### config.mk
export PLATFORM = sky130hd
export DESIGN_NAME = bbs_fifo
export DESIGN_NICKNAME = d
export VERILOG_FILES = /design/src/rtl/bbs_pkg.sv /design/src/rtl/bbs_fifo.sv
export SDC_FILE = /design/constraint.sdc
export NUM_CORES = 1
export LEC_CHECK = 0
export BUFFER_PORTS_ARGS = -buffer_cell sky130_fd_sc_hd__buf_2
export CORE_ASPECT_RATIO = 0.75
export CORE_MARGIN = 10
export CORE_UTILIZATION = 50
export CTS_CLUSTER_DIAMETER = 50
export DETAILED_ROUTE_END_ITERATION = 10
export GPL_TIMING_DRIVEN = 0
export PLACE_DENSITY_LB_ADDON = 0.15
export SYNTH_ARGS = -nofsm -noshare
export SYNTH_HDL_FRONTEND = slang
export SYNTH_SLANG_ARGS = --single-unit
export TNS_END_PERCENT = 50
### constraint.sdc
create_clock -name clk -period 1.9 [get_ports clk]
set_input_delay 0.38 -clock clk [delete_from_list [all_inputs] [get_ports clk]]
set_output_delay 0.38 -clock clk [all_outputs]
set_load 0.05 [all_outputs]
### src/rtl/bbs_pkg.sv
`default_nettype none
package bbs_pkg;

    localparam int PIX_W       = 24;
    localparam int CHAN_W      = 8;
    localparam int CFG_W       = 11;
    localparam int QUEUE_DEPTH = 4;
    localparam int DIV9_MUL    = 57;
    localparam int DIV9_SHIFT  = 9;
    localparam int CHAN_MAX    = 255;
    localparam int RESET_WIDTH = 512;
    localparam int MIN_WIDTH   = 3;

    // per-transaction control carried from the front to the back
    typedef struct packed {
        logic q_act;     // blur stream is running for this transaction
        logic q_border;  // blur center lies on the frame border
        logic p_out;     // transaction yields a result
        logic p_border;  // result pixel lies on the frame border
        logic last;      // result is the final pixel of the frame
    } bbs_ctl_t;

    localparam int OUT_W = 2 * PIX_W + 1;

    // floor(v / 9) for 8-bit v by reciprocal multiply
    function automatic logic [4:0] div9(input logic [CHAN_W-1:0] v);
        logic [13:0] prod;
        prod = 14'(v) * 14'(DIV9_MUL);
        return prod[13:DIV9_SHIFT];
    endfunction

endpackage
`default_nettype wire

### src/rtl/bbs_fifo.sv
`default_nettype none
module bbs_fifo
    import bbs_pkg::*;
#(
    parameter int WIDTH = 8,
    parameter int DEPTH = 4
) (
    input  wire logic             clk,
    input  wire logic             rst_n,
    input  wire logic             wr,
    input  wire logic [WIDTH-1:0] wdata,
    input  wire logic             rd,
    output logic      [WIDTH-1:0] rdata,
    output logic                  full,
    output logic                  empty
);
    localparam int AW = (DEPTH > 1) ? $clog2(DEPTH) : 1;

    logic [WIDTH-1:0] mem_reg [DEPTH];
    logic [AW-1:0]    wp_reg, wp_next;
    logic [AW-1:0]    rp_reg, rp_next;
    logic [AW:0]      cnt_reg, cnt_next;

    assign full  = (cnt_reg == (AW+1)'(DEPTH));
    assign empty = (cnt_reg == '0);
    assign rdata = mem_reg[rp_reg];

    always_comb
    begin
        wp_next  = wp_reg;
        rp_next  = rp_reg;
        cnt_next = cnt_reg;
        if (wr)
        begin
            wp_next = (wp_reg == AW'(DEPTH - 1)) ? '0 : wp_reg + 1'b1;
        end
        if (rd)
        begin
            rp_next = (rp_reg == AW'(DEPTH - 1)) ? '0 : rp_reg + 1'b1;
        end
        if (wr && !rd)
        begin
            cnt_next = cnt_reg + 1'b1;
        end
        else if (rd && !wr)
        begin
            cnt_next = cnt_reg - 1'b1;
        end
    end

    always_ff @(posedge clk or negedge rst_n)
    begin
        if (!rst_n)
        begin
            wp_reg  <= '0;
            rp_reg  <= '0;
            cnt_reg <= '0;
        end
        else
        begin
            wp_reg  <= wp_next;
            rp_reg  <= rp_next;
            cnt_reg <= cnt_next;
        end
    end

    always_ff @(posedge clk)
    begin
        if (wr)
        begin
            mem_reg[wp_reg] <= wdata;
        end
    end

endmodule
`default_nettype wire

==> summary.md <==
| Metric | Value |
|---|---|
| Critical Path RT | `1520 ps` |
| Sequential cell fraction of total power | `38.6%` |
| FILL cells | `225` |
| Share of cells above drive strength 1 | `about two fifths` |
| M1 GR Usage | `between 10% and 20%` |
| Post-Syn Nets | `98` |
| CTS buffer count | `5` |
| Final worst slack | `-22.8 ps` |
| Setup Skew | `3.75 ps` |
| First-pass GRT wire length | `3.89 mm` |
| Worst setup EP type | `output pin` |
| Drt first pass iters | `4` |
| Largest net degree at the start of global routing | `12` |
| Max_slew headroom | `70.4%` |
| DRC viols | `0` |
| CP Launch Type | `register` |
| Initial antenna violation count | `0` |
| Non-filler cells, final | `148` |
| Initial DRC count | `22` |
| Most frequent cells in the layout | `edfxtp_1, buf_2, mux4_2, buf_6` |
| Max Buffers Root-to-Sink | `2` |
| Sw frac | `37.4%` |
| Total Power | `3190 µW` |
| Gpl congestion | `0.649` |
| Most common cell after layout, fill and taps aside | `edfxtp_1` |
| Synth cell types | `18` |
| Inst Count DP | `138` |
| Vias in the first global route | `790` |
| Mapped Cells | `slightly below 80` |
| Die Y | `68.5 µm` |
| Yosys warning count | `0` |
| Max IR drop VDD | `a little over 700 µV` |
| Failing checks | `setup timing` |
| Max Clock Freq | `0.520 GHz` |
| Dpl hpwl | `1.74 mm` |
| Worst skew pair latency | `290 ps` |
| DR vias/cell | `5.17` |
| Die Area | `0.00581 mm²` |
| Pint | `2000 µW` |
| Post-synthesis sequential area ratio | `72.4%` |
| #FFs+latches synth | `39` |
| Syn avg cell area | `19.9 µm²` |
| Cells on Worst Hold Path | `1` |
| Final period util | `101%` |
| Nets@finish | `128` |
| Unrepaired setup endpoints after global routing | `yes` |
| Routed Antenna Nets | `0` |
| Synthesized area | `about 0.0016 mm²` |
| Max FO, Critical Path | `5` |
| Area Overhead vs Synth | `21.2%` |
| Slew @ Worst Pin | `444 ps` |
| Total Routing Usage GR | `9.54%` |
| CP Class | `reg2out` |
| Fin. max-slew vios | `0` |
| Via Count | `765` |
| Hold_ws | `303 ps` |
| H-tree lvl count | `2` |
| CTS tree | `yes` |
| Status | `finished, violations left` |
| R2R depth | `3` |
| Core ar. | `roughly 0.0030 mm²` |
| GRT Residual Overflow | `0` |
| Wirelength, routed | `2.56 mm` |
| Max Cap Viol | `0` |
| Rows | `17` |
| Pwr/cell area | `1680 mW/mm²` |
| Switching component of the power | `1190 µW` |
| Die width | `84.7 µm` |
| Max reg flops | `32` |
| GR Util met2 | `between 10 and 15%` |
| GRT Max-Usage Layer | `met2` |
| Comb power frac | `between 40 and 50%` |
| CTS clk-pin slew, worst paths | `70 ps` |
| Final count of hold timing violations | `0` |
| Port-buffer cells | `21` |
| Ant. Diodes | `0` |
| Critical path arrival | `1540 ps` |
| I/O pins | `22` |
| Fin crit period | `1920 ps` |
| # clock sinks | `39` |
| CTS root buffer | `clkbuf_8` |
| Hold Path Class | `in2reg` |
| Routed len/inst | `17.3 µm` |
| Leakage | `slightly above 0.0007 µW` |
| GRT met3 Usage | `5.50%` |
| Initial Util | `52.7%` |
| Clk pwr share | `16.3%` |
| Final setup viols | `7` |
-- repair_timing --
item	4_1_cts	5_1_grt
resized for setup	20	1
endpoints found under the setup margin	8	8
buffers inserted	0	0
endpoints found under the hold margin	7	0
gates cloned	1	0
hold buffers	1	0
-- metrics by stage --
stage | utilization (%) | setup TNS [ps] | setup WS [ps] | cell area, µm²
detailed placement | 58.0 | 0 | 221 | 1730
finish | 63.9 | -107 | -22.8 | 1900
global placement | 58.0 | 0 | 243 | 1730
global route | 63.9 | -482 | -71.5 | 1900
floorplan | - | 0 | 15.5 | 1580
CTS | 64.0 | -368 | -69.3 | 1910
-- logic make-up (layout without fill, tap and decap cells) --
group           Yosys count  after routing  share of synthesized area, %
buf+inv                   7             38                          2.23
fa+ha+maj                 7              7                          6.06
compound gates            2              2                         0.637
mux                      11             11                          13.6
simple gates             10             10                          3.43
xor+xnor                  3              3                          1.67
flops                    39             39                          72.4
-- final timing paths --
kind	endpoint	slack, ps	startpoint
setup / recovery	rdata[6]	-20	rp_reg[0]$_DFFE_PN0P_
hold / removal	mem_reg[3][3]$_DFFE_PP_	300	wdata[3]
setup reg to reg	mem_reg[2][0]$_DFFE_PP_	490	wp_reg[0]$_DFFE_PN0P_
hold reg to reg	cnt_reg[2]$_DFFE_PN0P_	490	cnt_reg[2]$_DFFE_PN0P_
max in group asynchronous	rp_reg[0]$_DFFE_PN0P_	1280	rst_n
min in group asynchronous	cnt_reg[1]$_DFFE_PN0P_	450	rst_n
-- final cells by class --
cell class	count	area [µm²]	share of cell area, %
repair buffers	23	194	10.2
multi-input cells	33	404	21.2
clock buffers	7	76.3	4.01
inverters	5	18.8	0.986
plain buffers	2	20.0	1.05
well taps	38	47.5	2.50
clock inverters	1	5.00	0.263
flip-flops and latches	39	1140	59.8
-- power by group through the flow --
stage	combinational [µW]	clock [µW]	sequential, µW
floorplan	984	0	1210
global placement	1210	0	1230
detailed placement	1230	0	1240
CTS	1470	542	1240
global route	1530	578	1250
finish	1440	519	1230
-- synthesized netlist by cell type, drive strengths merged --
| cell | n | area, µm² |
|---|---|---|
| o21ai | 2 | 10.0 |
| and2 | 4 | 25.0 |
| dfrtp | 7 | 175 |
| fa | 1 | 20.0 |
| mux2 | 3 | 33.8 |
| nor3b | 1 | 7.51 |
| xnor2 | 1 | 8.76 |
| nand3 | 1 | 5.00 |
| buf | 2 | 16.3 |
| xor2 | 2 | 17.5 |
| mux4 | 8 | 180 |
| nor3 | 1 | 5.00 |
| ha | 6 | 75.1 |
| nand2 | 1 | 3.75 |
| edfxtp | 32 | 961 |
| nor2 | 2 | 7.51 |
| inv | 5 | 18.8 |
-- worst max-delay path, stage by stage (launching register included) --
cell	delay, ps
dfrtp_2	410
clkbuf_16	160
mux4_2	510
buf_8	170
-- routing by layer --
| layer | vias to the layer above | part of all wire (%) |
|---|---|---|
| met5 | - | 0 |
| li1 | 360 | - |
| met2 | 18 | 47 |
| met3 | 5 | 6.6 |
| met1 | 382 | 44 |
| met4 | 0 | 2.2 |
No activity file was read; power rests on OpenSTA's default activity.
