===== src/rtl/bbs_pkg.sv =====
`default_nettype none
package bbs_pkg;

    localparam int PIX_W       = 24;
    localparam int CHAN_W      = 8;
    localparam int CFG_W       = 11;
    localparam int QUEUE_DEPTH = 4;
    localparam int DIV9_MUL    = 57;
    localparam int DIV9_SHIFT  = 9;
    localparam int CHAN_MAX    = 255;
    localparam int RESET_WIDTH = 512;
    localparam int MIN_WIDTH   = 3;

    // per-transaction control carried from the front to the back
    typedef struct packed {
        logic q_act;     // blur stream is running for this transaction
        logic q_border;  // blur center lies on the frame border
        logic p_out;     // transaction yields a result
        logic p_border;  // result pixel lies on the frame border
        logic last;      // result is the final pixel of the frame
    } bbs_ctl_t;

    localparam int OUT_W = 2 * PIX_W + 1;

    // floor(v / 9) for 8-bit v by reciprocal multiply
    function automatic logic [4:0] div9(input logic [CHAN_W-1:0] v);
        logic [13:0] prod;
        prod = 14'(v) * 14'(DIV9_MUL);
        return prod[13:DIV9_SHIFT];
    endfunction

endpackage
`default_nettype wire


===== src/rtl/bbs_front.sv =====
`default_nettype none
module bbs_front
    import bbs_pkg::*;
#(
    parameter int MAX_WIDTH = 1024,
    parameter int CW        = 10
) (
    input  wire logic              clk,
    input  wire logic              rst_n,
    input  wire logic              cfg_write,
    input  wire logic [CFG_W-1:0]  cfg_data,
    input  wire logic              push,
    input  wire logic              kind,
    input  wire logic [PIX_W-1:0]  pix_in,
    input  wire logic              q_full,
    output logic                   q_push,
    output bbs_ctl_t               q_ctl,
    output logic      [PIX_W-1:0]  q_pix,
    output logic      [CW-1:0]     q_tc,
    output logic      [CW-1:0]     q_qc
);
    localparam int WW = $clog2(MAX_WIDTH + 1);
    localparam int RW = $clog2(MAX_WIDTH + 3);

    function automatic logic [WW-1:0] clamp_width(input logic [CFG_W-1:0] v);
        logic [31:0] x;
        x = 32'(v);
        if (x < 32'(MIN_WIDTH))
        begin
            x = 32'(MIN_WIDTH);
        end
        else if (x > 32'(MAX_WIDTH))
        begin
            x = 32'(MAX_WIDTH);
        end
        return WW'(x);
    endfunction

    logic [WW-1:0] w_reg;
    logic [RW-1:0] tr_reg, tr_next, qr_reg, qr_next, pr_reg, pr_next;
    logic [CW-1:0] tc_reg, tc_next, qc_reg, qc_next, pc_reg, pc_next;
    logic          qa_reg, qa_next, pa_reg, pa_next;

    logic [WW-1:0] wm1;
    logic [CW-1:0] wm1_c;
    logic [RW-1:0] wm1_r;
    logic          accept, q_now, p_now, wrap;

    assign wm1    = w_reg - 1'b1;
    assign wm1_c  = CW'(wm1);
    assign wm1_r  = RW'(wm1);
    assign accept = push && !q_full;
    assign q_now  = qa_reg || (tr_reg == RW'(1) && tc_reg == CW'(1));
    assign p_now  = pa_reg || (tr_reg == RW'(2) && tc_reg == CW'(2));
    assign wrap   = p_now && (pr_reg == wm1_r) && (pc_reg == wm1_c);

    always_comb
    begin
        q_push         = accept;
        q_pix          = kind ? '0 : pix_in;
        q_tc           = tc_reg;
        q_qc           = qc_reg;
        q_ctl.q_act    = q_now;
        q_ctl.q_border = (qr_reg == '0) || (qc_reg == '0) || (qr_reg == wm1_r)
                         || (qc_reg == wm1_c);
        q_ctl.p_out    = p_now;
        q_ctl.p_border = (pr_reg == '0) || (pc_reg == '0) || (pr_reg == wm1_r)
                         || (pc_reg == wm1_c);
        q_ctl.last     = wrap;
    end

    always_comb
    begin
        tr_next = tr_reg;
        tc_next = tc_reg;
        qr_next = qr_reg;
        qc_next = qc_reg;
        pr_next = pr_reg;
        pc_next = pc_reg;
        qa_next = qa_reg;
        pa_next = pa_reg;
        if (cfg_write || (accept && wrap))
        begin
            tr_next = '0;
            tc_next = '0;
            qr_next = '0;
            qc_next = '0;
            pr_next = '0;
            pc_next = '0;
            qa_next = 1'b0;
            pa_next = 1'b0;
        end
        else if (accept)
        begin
            if (tc_reg == wm1_c)
            begin
                tc_next = '0;
                tr_next = tr_reg + 1'b1;
            end
            else
            begin
                tc_next = tc_reg + 1'b1;
            end
            if (q_now)
            begin
                qa_next = 1'b1;
                if (qc_reg == wm1_c)
                begin
                    qc_next = '0;
                    qr_next = qr_reg + 1'b1;
                end
                else
                begin
                    qc_next = qc_reg + 1'b1;
                end
            end
            if (p_now)
            begin
                pa_next = 1'b1;
                if (pc_reg == wm1_c)
                begin
                    pc_next = '0;
                    pr_next = pr_reg + 1'b1;
                end
                else
                begin
                    pc_next = pc_reg + 1'b1;
                end
            end
        end
    end

    always_ff @(posedge clk or negedge rst_n)
    begin
        if (!rst_n)
        begin
            w_reg  <= clamp_width(CFG_W'(RESET_WIDTH));
            tr_reg <= '0;
            tc_reg <= '0;
            qr_reg <= '0;
            qc_reg <= '0;
            pr_reg <= '0;
            pc_reg <= '0;
            qa_reg <= 1'b0;
            pa_reg <= 1'b0;
        end
        else
        begin
            if (cfg_write)
            begin
                w_reg <= clamp_width(cfg_data);
            end
            tr_reg <= tr_next;
            tc_reg <= tc_next;
            qr_reg <= qr_next;
            qc_reg <= qc_next;
            pr_reg <= pr_next;
            pc_reg <= pc_next;
            qa_reg <= qa_next;
            pa_reg <= pa_next;
        end
    end

    // the sharpen stream never runs ahead of the blur stream
    a_order: assert property (@(posedge clk) disable iff (!rst_n) pa_reg |-> qa_reg)
        else $error("sharpen stream active without blur stream");

    a_wrap: assert property (@(posedge clk) disable iff (!rst_n)
        accept && wrap |=> (tr_reg == '0) && (tc_reg == '0) && !qa_reg && !pa_reg)
        else $error("frame did not restart after last pixel");

endmodule
`default_nettype wire


===== config.mk =====
export PLATFORM = sky130hd
export DESIGN_NAME = bbs_front
export DESIGN_NICKNAME = d
export VERILOG_FILES = /design/src/rtl/bbs_pkg.sv /design/src/rtl/bbs_front.sv
export SDC_FILE = /design/constraint.sdc
export NUM_CORES = 1
export LEC_CHECK = 0
export BUFFER_PORTS_ARGS = -buffer_cell sky130_fd_sc_hd__buf_4
export CORE_UTILIZATION = 40
export DETAILED_ROUTE_END_ITERATION = 10
export PLACE_DENSITY = 0.63
export SYNTH_ARGS = -nofsm -noshare
export SYNTH_HDL_FRONTEND = slang
export SYNTH_SLANG_ARGS = --single-unit

===== constraint.sdc =====
create_clock -name clk -period 3.87 [get_ports clk]
set_clock_uncertainty 0.1 [all_clocks]
set_input_delay 0.387 -clock clk [delete_from_list [all_inputs] [get_ports clk]]
set_output_delay 0.387 -clock clk [all_outputs]
set_load 0.01 [all_outputs]

==> results.json <==
{
  "post_route_cells_drive_above_1_share_pct": 19.6,
  "synth_async_sr_flop_share_pct": 100,
  "worstHoldPathType": "in2async",
  "syn_area_sq_mm": 0.00580,
  "synth.net_count": 748,
  "final_wtd_congestion": 0.902,
  "critical_path.top_delay_family": "simple AND/OR/NAND/NOR gates",
  "vdd.ir_drop.worst_mv": 0.226,
  "groute.layer.met3.usage_pct": 4.18,
  "postSynthCellCount": 692,
  "setup-tns-final_ns": 0,
  "syn2layout_area_growth_pct": 20.7,
  "dr.first_iter.drc_count": 340,
  "path_buf_inv": 2,
  "tritoncts": "done",
  "grt_pass1_wl_microns": 27900,
  "timing.hold.ws_ns": 0.118,
  "worstPathRequired_ns": 3.38,
  "timing.critical_path.cells": "inv_1, ha_2, or4b_4, o31ai_2, o211ai_1, or4_4, nor2_2, and3_1, buf_4",
  "setup_repair_after_global_routing_missed_its_margin": "no",
  "antenna_violations_before_repair": 0,
  "finish.net_count": 825,
  "timing.max_slew.rel_slack_pct": 32.7,
  "ant_nets": 0,
  "buffer_ports.inserted": 90,
  "synth-seq-area-share_pct": 32.8,
  "report.final.hold_viol_count": 0,
  "worst_path_largest_cell_delay_ns": 0.58,
  "final.min_clock_period_ns": 3.72,
  "finalMaxSlewViolations": 0,
  "timing.fmax_mhz": 269,
  "dieArea_sq_mm": 0.0150,
  "cap_violations": 0,
  "critical_path_cell_count": 9,
  "setup_viol": 0,
  "leakage_nw": 2.98,
  "avgSynthCellArea_sq_um": 8.38,
  "avgRoutedWirePerCell_microns": 18.1,
  "post_synth_num_cell_types": 71,
  "detailedRoute.firstPassIterationCount": 5,
  "yosysWarnings": 0,
  "drc": 0,
  "power_density_mw_per_mm2": 329,
  "crit_path_max_delay_cell_type": "sky130_fd_sc_hd__or4_4",
  "via_count": 5558,
  "synth_edf_count": 0,
  "worst_ep_arrival_time_ns": 3.23,
  "boundaryPins": 91,
  "clkTransAtPathRegs_ns": 0.06,
  "finalWirelength_microns": 17300,
  "netlist.top_cell.by_area": "sky130_fd_sc_hd__dfrtp_1",
  "run_status": "completed",
  "timing_worst_slew_pin_value_ns": 1.01,
  "ys_top_cells_by_area": "sky130_fd_sc_hd__dfrtp_1 (32%), sky130_fd_sc_hd__xor2_1 (5.7%), sky130_fd_sc_hd__xnor2_1 (4.5%)",
  "post_synth_most_frequent_cells": "sky130_fd_sc_hd__dfrtp_1 (75), sky130_fd_sc_hd__nand2_1 (60), sky130_fd_sc_hd__nor2_1 (48)",
  "startpoint_kind_of_the_worst_setup_timing_path": "register",
  "global_route.usage.met1_pct": 32.4,
  "yosys.cell_count.top_type": "sky130_fd_sc_hd__dfrtp_1",
  "std_cell_rows": 43,
  "die_y_microns": 122,
  "routing_layer_with_the_top_usage_in_global_route": "met2",
  "post_cts.repair.setup_buffers": 0,
  "floorplan.initialDensity_pct": 41.4,
  "synth_largest_type_area_fraction_pct": 32.4,
  "post-route-period-util_pct": 96.0,
  "sort_of_element_at_the_end_of_the_critical_path": "output port",
  "cp_max_fo": 10,
  "dpl-instance-area_sq_mm": 0.00668,
  "die_width_microns": 122,
  "cts_hold_buffers": 0,
  "global_route.overflow_total": 0,
  "cts_inserted_buffers": 9,
  "yosys_most_used_dff": "sky130_fd_sc_hd__dfrtp_1",
  "place_hpwl_microns": 12900,
  "reg2reg_slack_ns": 0.26,
  "placeableCoreArea_sq_mm": 0.0140,
  "cts_htree_levels": 3,
  "power.total_w": 0.00230,
  "cts.sink_count": 76,
  "depth_of_the_worst_register_to_register_path": 10,
  "grt_use_met2_pct": 40.3,
  "antenna_cells_inserted": 0,
  "grt_start_max_net_pins": 77,
  "root_buffer": "sky130_fd_sc_hd__clkbuf_16",
  "worstSetupPathType": "reg2out",
  "cts.path.max_buffers": 2,
  "final_design_area_no_fill_sq_mm": 0.00699,
  "post_detailed_route_via_to_cell_ratio": 5.83,
  "synth.ff_latch_count": 76,
  "grt.total_usage_pct": 24.4,
  "clk-insertion-delay-late_ns": 0.34,
  "number_of_global_route_vias_before_repair": 5312
}
[kinds of logic after synthesis]
kind of cell	Yosys count	synth area share, %
buf+inv	85	6.15
fa+ha+maj	15	3.24
simple gates	303	28.8
mux	5	0.885
compound gates	133	15.1
xor+xnor	75	13.0
flops	76	32.8
[path summary, 6_finish.rpt]
path	start	end
setup / recovery	w_reg[1]	q_ctl[0]
hold / removal	rst_n	pc_reg[2]
setup reg to reg	w_reg[1]	q_qc[8]
hold reg to reg	qa_reg	qa_reg
max in group asynchronous	rst_n	qr_reg[10]
min in group clk	cfg_data[4]	w_reg[4]
[worst register-to-register path, stage by stage, from the launching register on]
cell and delay, ns:
sky130_fd_sc_hd__dfrtp_1 0.41, sky130_fd_sc_hd__inv_1 0.09, sky130_fd_sc_hd__ha_2 0.28, sky130_fd_sc_hd__or4b_4 0.56, sky130_fd_sc_hd__o31ai_2 0.24, sky130_fd_sc_hd__o211ai_1 0.12, sky130_fd_sc_hd__or4_4 0.58, sky130_fd_sc_hd__nor4_4 0.33
sky130_fd_sc_hd__nor3_2 0.21, sky130_fd_sc_hd__or4b_1 0.53, sky130_fd_sc_hd__nand2_1 0.07
[metal layers]
layer | part of all wire (%) | routed length (microns)
met3 | 7.1 | 1220
met2 | 47 | 8180
met4 | 1.6 | 278
met5 | 0 | 0
met1 | 44 | 7610
[power by group]
part | total (W) | internal (W) | switching, W
clock network | 0.000861 | 0.000534 | 0.000327
logic | 0.000572 | 0.000247 | 0.000325
registers | 0.000866 | 0.000822 | 0.0000441
total | 0.00230 | 0.00160 | 0.000696
[final cells by class]
type | count | area, sq um
inverter | 36 | 135
timing repair buffer | 115 | 876
sequential | 76 | 1900
clock inverter | 2 | 35.0
fill | 1358 | 7000
tap | 180 | 225
multi-input combinational | 531 | 3550
clock buffer | 14 | 264
[cell usage in the layout (no fill, tap or decap), types with 3 or more instances in the layout]
cell type,n
sky130_fd_sc_hd__a211o_1,3
sky130_fd_sc_hd__or2_2,3
sky130_fd_sc_hd__or3_1,30
sky130_fd_sc_hd__o311ai_0,3
sky130_fd_sc_hd__and2_1,3
sky130_fd_sc_hd__nand3_1,27
sky130_fd_sc_hd__o2111ai_1,3
sky130_fd_sc_hd__o21ai_0,40
sky130_fd_sc_hd__o211ai_1,7
sky130_fd_sc_hd__a21oi_1,30
sky130_fd_sc_hd__nand4_1,20
sky130_fd_sc_hd__nand2b_1,6
sky130_fd_sc_hd__xnor3_1,7
sky130_fd_sc_hd__nand3b_1,3
sky130_fd_sc_hd__ha_1,14
sky130_fd_sc_hd__clkbuf_1,3
sky130_fd_sc_hd__nor3_1,20
sky130_fd_sc_hd__nor2_1,46
sky130_fd_sc_hd__mux2i_1,4
sky130_fd_sc_hd__nand2_1,60
sky130_fd_sc_hd__a31oi_1,3
sky130_fd_sc_hd__clkbuf_16,9
sky130_fd_sc_hd__o21a_1,6
sky130_fd_sc_hd__nor4_1,18
sky130_fd_sc_hd__o41ai_1,3
sky130_fd_sc_hd__xnor2_1,30
sky130_fd_sc_hd__o31ai_1,7
sky130_fd_sc_hd__a211oi_1,3
sky130_fd_sc_hd__buf_4,114
sky130_fd_sc_hd__dfrtp_1,75
sky130_fd_sc_hd__and3_1,13
sky130_fd_sc_hd__inv_1,35
sky130_fd_sc_hd__nor2b_1,25
sky130_fd_sc_hd__xor2_1,38
sky130_fd_sc_hd__nor4_2,3
sky130_fd_sc_hd__or4_1,7
[what timing repair did]
item / 4_1_cts / 5_1_grt
endpoints found under the hold margin: 0 / 0
setup endpoints to repair: 1 / 10
resized for setup: 1 / 4
pin swaps: 0 / 1
[stage by stage]
| step | utilization [%] | setup slack (ns) | instances |
|---|---|---|---|
| floorplan | - | 0.311 | 692 |
| global placement | 47.7 | 0.214 | 938 |
| detailed placement | 47.7 | 0.132 | 938 |
| CTS | 49.9 | 0.0903 | 954 |
| global route | 50.0 | 0.00823 | 954 |
| finish | 50.0 | 0.153 | 954 |
Note: power is estimated with default switching activity, not from simulation.
